--- src/design/gradient_edge_nms_filter_core_defines.svh ---
// Assertion macros for the gradient edge filter.
`ifndef GRADIENT_EDGE_NMS_FILTER_CORE_DEFINES_SVH
`define GRADIENT_EDGE_NMS_FILTER_CORE_DEFINES_SVH

// Same-cycle implication, sampled on clk, off while rst_n is low.
`define GENF_ASSERT_IMPL(lbl, ante, cons, msg) \
  lbl: assert property (@(posedge clk) disable iff (!rst_n) (ante) |-> (cons)) \
    else $error(msg);

// Next-cycle implication, sampled on clk, off while rst_n is low.
`define GENF_ASSERT_NEXT(lbl, ante, cons, msg) \
  lbl: assert property (@(posedge clk) disable iff (!rst_n) (ante) |=> (cons)) \
    else $error(msg);

`endif

--- src/design/genf_pkg.sv ---
package genf_pkg;

  localparam int ROW_W      = 13;
  localparam int IDX_W      = 15;
  localparam int ACC_W      = 16;
  localparam int GRD_W      = 14;
  localparam int ABS_W      = 12;
  localparam int SQ_W       = 24;
  localparam int NSUM_W     = 25;
  localparam int SSQ_W      = 26;
  localparam int PIX_W      = 8;
  localparam int DIR_W      = 2;
  localparam int CFG_IDX_W  = 2;
  localparam int CFG_DATA_W = 13;
  localparam int WREG_W     = 11;

  localparam logic [CFG_IDX_W-1:0] CFG_FRAME_WIDTH  = 2'd0;
  localparam logic [CFG_IDX_W-1:0] CFG_FRAME_HEIGHT = 2'd1;
  localparam logic [CFG_IDX_W-1:0] CFG_SUPPRESS     = 2'd2;

  localparam logic [DIR_W-1:0] DIR_HORZ      = 2'd0;
  localparam logic [DIR_W-1:0] DIR_VERT      = 2'd1;
  localparam logic [DIR_W-1:0] DIR_DIAG_OPP  = 2'd2;
  localparam logic [DIR_W-1:0] DIR_DIAG_SAME = 2'd3;

  localparam logic [ROW_W-1:0]  HEIGHT_MIN  = 13'd8;
  localparam logic [ROW_W-1:0]  HEIGHT_MAX  = 13'd4096;
  localparam logic [WREG_W-1:0] WIDTH_MIN   = 11'd8;
  localparam logic [ROW_W-1:0]  HEIGHT_RST  = 13'd480;
  localparam logic [WREG_W-1:0] WIDTH_RST   = 11'd640;
  localparam logic [NSUM_W-1:0] SQRT_LIMIT  = 25'd65536;

  // line store regions in the shared memory (upper address bits)
  localparam logic [1:0] REG_BLUR = 2'b10;
  localparam logic [1:0] REG_MAG  = 2'b11;

  typedef logic signed [IDX_W-1:0] idx_t;

  typedef struct packed {
    logic pix_tick;
    logic frame_end;
    logic b_ok;
    logic m_ok;
    logic o_ok;
    logic eor;
    logic eof;
  } tick_flags_t;

  function automatic idx_t reflect101(idx_t v, idx_t n);
    idx_t x;
    x = (v < 0) ? -v : v;
    if (x >= n) x = (n <<< 1) - 15'sd2 - x;
    return x;
  endfunction

  function automatic idx_t clamp_idx(idx_t v, idx_t n);
    idx_t x;
    x = v;
    if (v < 0) x = '0;
    else if (v >= n) x = n - 15'sd1;
    return x;
  endfunction

  function automatic logic [2:0] binom5(logic [2:0] i);
    logic [2:0] b;
    unique case (i)
      3'd0, 3'd4: b = 3'd1;
      3'd1, 3'd3: b = 3'd4;
      3'd2:       b = 3'd6;
      default:    b = 3'd0;
    endcase
    return b;
  endfunction

  function automatic logic [5:0] binom_w(logic [2:0] i, logic [2:0] j);
    return 6'(binom5(i)) * 6'(binom5(j));
  endfunction

  function automatic logic signed [4:0] scharr_kx(logic [2:0] i, logic [2:0] j);
    logic signed [4:0] w;
    logic signed [4:0] k;
    w = (i == 3'd1) ? 5'sd10 : 5'sd3;
    unique case (j)
      3'd0:    k = -w;
      3'd2:    k = w;
      default: k = 5'sd0;
    endcase
    return k;
  endfunction

  function automatic logic signed [4:0] scharr_ky(logic [2:0] i, logic [2:0] j);
    return scharr_kx(j, i);
  endfunction

  function automatic logic signed [1:0] nb_dy(logic [DIR_W-1:0] d, logic k);
    logic signed [1:0] y;
    unique case (d)
      DIR_HORZ:     y = 2'sd0;
      DIR_VERT:     y = k ? -2'sd1 : 2'sd1;
      DIR_DIAG_OPP: y = k ? 2'sd1 : -2'sd1;
      default:      y = k ? -2'sd1 : 2'sd1;
    endcase
    return y;
  endfunction

  function automatic logic signed [1:0] nb_dx(logic [DIR_W-1:0] d, logic k);
    logic signed [1:0] x;
    unique case (d)
      DIR_HORZ:     x = k ? -2'sd1 : 2'sd1;
      DIR_VERT:     x = 2'sd0;
      DIR_DIAG_OPP: x = k ? -2'sd1 : 2'sd1;
      default:      x = k ? -2'sd1 : 2'sd1;
    endcase
    return x;
  endfunction

endpackage

--- src/design/genf_tick.sv ---
module genf_tick #(
  parameter int CW = 10,
  parameter int WW = 11
) (
  input  logic                         clk,
  input  logic                         rst_n,
  input  logic                         clr,
  input  logic                         adv,
  input  logic [WW-1:0]                w_used,
  input  logic [genf_pkg::ROW_W-1:0]   h_used,
  output logic [CW-1:0]                col,
  output logic [2:0]                   row_lo,
  output genf_pkg::idx_t               pos_row [3],
  output genf_pkg::idx_t               pos_col [3],
  output genf_pkg::tick_flags_t        flags
);
  import genf_pkg::*;

  logic [CW-1:0]    col_r, col_nxt;
  logic [ROW_W-1:0] row_r, row_nxt;
  logic             pos_ok [3];
  idx_t             w_idx, h_idx;

  assign w_idx  = idx_t'(w_used);
  assign h_idx  = idx_t'(h_used);
  assign col    = col_r;
  assign row_lo = row_r[2:0];

  // blur, gradient and output positions trail the tick by k*(W+1), k = 2, 3, 4
  for (genvar g = 0; g < 3; g++) begin : g_pos
    localparam int K = g + 2;
    always_comb begin
      if (idx_t'(col_r) >= idx_t'(K)) begin
        pos_col[g] = idx_t'(col_r) - idx_t'(K);
        pos_row[g] = idx_t'(row_r) - idx_t'(K);
      end else begin
        pos_col[g] = idx_t'(col_r) + w_idx - idx_t'(K);
        pos_row[g] = idx_t'(row_r) - idx_t'(K) - 15'sd1;
      end
      pos_ok[g] = (pos_row[g] >= 0) && (pos_row[g] < h_idx);
    end
  end

  always_comb begin
    flags.pix_tick  = row_r < h_used;
    flags.frame_end = (row_r == h_used + 13'd4) && (col_r == CW'(3));
    flags.b_ok      = pos_ok[0];
    flags.m_ok      = pos_ok[1];
    flags.o_ok      = pos_ok[2];
    flags.eor       = pos_col[2] == w_idx - 15'sd1;
    flags.eof       = flags.eor && (pos_row[2] == h_idx - 15'sd1);
  end

  always_comb begin
    col_nxt = col_r;
    row_nxt = row_r;
    if (clr) begin
      col_nxt = '0;
      row_nxt = '0;
    end else if (adv) begin
      if (flags.frame_end) begin
        col_nxt = '0;
        row_nxt = '0;
      end else if (WW'(col_r) + WW'(1) == w_used) begin
        col_nxt = '0;
        row_nxt = row_r + 13'd1;
      end else begin
        col_nxt = col_r + CW'(1);
      end
    end
  end

  always_ff @(posedge clk) begin
    if (!rst_n) begin
      col_r <= '0;
      row_r <= '0;
    end else begin
      col_r <= col_nxt;
      row_r <= row_nxt;
    end
  end

endmodule

--- config.mk ---
export PLATFORM = sky130hd
export DESIGN_NAME = genf_tick
export DESIGN_NICKNAME = d
export VERILOG_FILES = /design/src/design/gradient_edge_nms_filter_core_defines.svh /design/src/design/genf_pkg.sv /design/src/design/genf_tick.sv
export SDC_FILE = /design/constraint.sdc
export NUM_CORES = 1
export LEC_CHECK = 0
export ABC_AREA = 1
export BUFFER_PORTS_ARGS = -buffer_cell sky130_fd_sc_hd__buf_4
export CORE_ASPECT_RATIO = 1.1
export CORE_MARGIN = 5
export CORE_UTILIZATION = 54
export CTS_BUF_LIST = sky130_fd_sc_hd__clkbuf_2
export DETAILED_ROUTE_END_ITERATION = 7
export PLACE_DENSITY_LB_ADDON = 0.15
export RECOVER_POWER = 100
export SLEW_MARGIN = 10
export SYNTH_ARGS = -nofsm -noshare
export SYNTH_HDL_FRONTEND = slang
export SYNTH_SLANG_ARGS = --single-unit
--- constraint.sdc ---
create_clock -name clk -period 5.05 [get_ports clk]
set_input_delay 1.515 -clock clk [delete_from_list [all_inputs] [get_ports clk]]
set_output_delay 1.515 -clock clk [all_outputs]
set_load 0.01 [all_outputs]
==> impl_metrics.ini <==
[die]
row_count = 46
die-area_um2 = 17100
dieHeight_um = 137
core_um2 = 14300
die_w_um = 125
io_pins = 138
start_util = 0.548

[synthesis]
yosys_warnings = 0
syn_nets = 1464
ys_dominant_reg_cell = dfxtp_1
syn_area_um2 = 7860
synth_area_per_cell_um2 = 5.85
synth-seq-cells = 23
syn_inst = 1344
yosys.cell_types.count = 58
synth_seq_area_share = 0.0586
yosys-top-cells-area = nand2_1 (16%), ha_1 (14%), xor2_1 (11%), inv_1 (7.9%), nand3_1 (7.3%)
yosys.area.top_type = nand2_1
yosysTopAreaCellShare = 0.164
synth_edf_count = 0
async_reset_ff_frac = 0

[setup_path]
start_kind = input port
path_max_fanout = 2
cp-end-kind = primary output
crit_type = input port to primary output
critPathArrivalTime_ns = 4.13
crit_required_ns = 3.54

[power_and_ir_drop]
ir_drop_mv = 0.0814
total_power_w = 0.000807
p_leak_nw = 5.85
power_density_nw_per_um2 = 68.4

[global_routing]
antenna_found_initial = 0
met3_usage = 0.0457
grt_pass1_wl_um = 49400
grt_start_max_net_pins = 23
grt_pass1_vias = 9848
grt_busiest_layer = met2
met1_usage = 0.376
grt-ovfl-total = 0
track_usage = 0.354
gr-usage-met2 = 0.631

[routing]
vias = 11028
wl_per_cell_um = 19.9
drc = 0
drt-initial-drc-count = 1218
via_per_inst = 6.02
final_antenna_net_count = 0
drt_pre_antenna_iters = 6
wirelength_um = 36500

[sta]
slew_headroom = 0.544
fmax_ghz = 0.177
final.setup.tns_ns = -8.01
min_period_ns = 5.65
drv_slew = 0
setup_viol = 31
whs_ns = 0.550
hold_viol = 0
rsz0062_at_grt = yes
worst_pin_slew_ns = 0.682
timing.final.ws_setup_ns = -0.599
period_share = 1.12
finClkSkew_ns = 0.00924

[finish]
insertedDiodeCount = 0
multi_input_area_um2 = 7710
fillerInstances = 958
syn_to_final_growth_pct = 50.1
stdcell_area_um2 = 11800
drive_gt1_frac = 0.372
final_cell_mix = nand2_1 (291), buf_4 (283), inv_1 (143)
layout_commonest_cell = nand2_1
register_area_um2 = 479
final_net_count = 1762

[clock_tree]
root_buffer = clkbuf_2
cts_tree = done
clock-sinks = 23
path_clk_slew_ns = 0.25
insertion_delay_ns = 0.37
postCtsHoldBufs = 0
numCtsBuffers = 3
cts_buffer_depth = 2
htree_levels = 1

[placed_design]
portBuffers = 137
gp_congestion = 1.04
placed_area_um2 = 10100
place_hpwl_um = 26000

[run]
max-cap-violations = 0

[outcome]
violations = negative setup slack
status = complete, but fails checks

[min_path]
hp-class = flop to flop
per-stage QoR:
| step | cells | setup slack [ns] | utilization |
|---|---|---|---|
| after CTS | 1802 | -0.450 | 0.743 |
| final | 1833 | -0.599 | 0.823 |
| after global routing | 1833 | -0.736 | 0.823 |
| after detailed placement | 1787 | -0.673 | 0.704 |
| after global placement | 1787 | -0.564 | 0.704 |
| after floorplan | 1344 | -0.115 | - |
power by group:
part | total (W) | switching (W) | internal, W
combinational | 0.000541 | 0.000306 | 0.000235
clock | 0.0000833 | 0.0000653 | 0.0000179
sequential | 0.000183 | 0.00000159 | 0.000182
worst paths after layout:
path / start / end / slack [ns] / cells past startpoint
max: w_used[0] / flags[0] / -0.60 / 20
min: row_r[1] / row_r[1] / 0.55 / 2
min reg2reg: row_r[1] / row_r[1] / 0.55 / 2
max reg2reg: row_r[0] / row_r[3] / 2.25 / 15
critical path, stage by stage:
cell	delay (ns)
buf_8	0.07
ha_4	0.12
inv_2	0.04
fa_2	0.40
xnor2_2	0.19
inv_2	0.08
ha_4	0.22
nand3b_1	0.18
nand3_1	0.10
nand2_1	0.08
nor2_1	0.11
nand2_1	0.07
nor2_2	0.11
nand2_1	0.08
nor2_1	0.12
nand3_1	0.09
nor2_1	0.10
nand4_1	0.20
nor2_2	0.14
buf_4	0.13
state kept, by name, summed over array words and instances, names as in the netlist:
| signal | count |
|---|---|
| row_r | 13 |
| col | 10 |
cells by family after synthesis:
| group | Yosys count | share of synthesized area |
|---|---|---|
| xor+xnor | 119 | 0.140 |
| compound gates | 158 | 0.114 |
| simple gates | 731 | 0.425 |
| buf+inv | 221 | 0.114 |
| flops | 23 | 0.0586 |
| fa+ha+maj | 92 | 0.147 |
per-layer routing:
metal	vias to the layer above	share of wire
met5	-	0
met2	777	0.46
li1	4988	-
met4	0	0.11
met3	296	0.094
met1	4967	0.33
repair_timing:
action | 4_1_cts | 5_1_grt
buffers inserted | 12 | 38
resized for setup | 128 | 227
hold endpoints to repair | 0 | 0
endpoints found under the setup margin | 33 | 37
pin swaps | 44 | 79
area by class of cell:
class | count | area share
Multi-Input combinational cell | 1100 | 0.654
Sequential cell | 23 | 0.0406
Clock inverter | 1 | 0.000424
Inverter | 187 | 0.0612
Clock buffer | 3 | 0.00127
Timing Repair Buffer | 327 | 0.222
Tap cell | 192 | 0.0204
synth_stat cells (3+ instances only):
master,instances
nand2_2,8
buf_4,11
dfxtp_1,23
nand3b_1,6
inv_1,165
o21ai_2,4
or2_2,9
nor2_1,135
o21ai_0,44
nand3_1,115
a31oi_1,10
clkbuf_1,8
a211oi_1,3
nand2_1,343
inv_2,19
ha_1,91
nor3_1,23
o31ai_1,8
xnor2_1,18
xor2_1,95
nor4_1,7
nor3_2,5
clkinv_1,3
o21ai_1,8
nand4_1,49
a21oi_1,63
xor2_2,4
nor2_4,6
nor2_2,9
buf_2,11
Power figures use the tool's default switching activity.
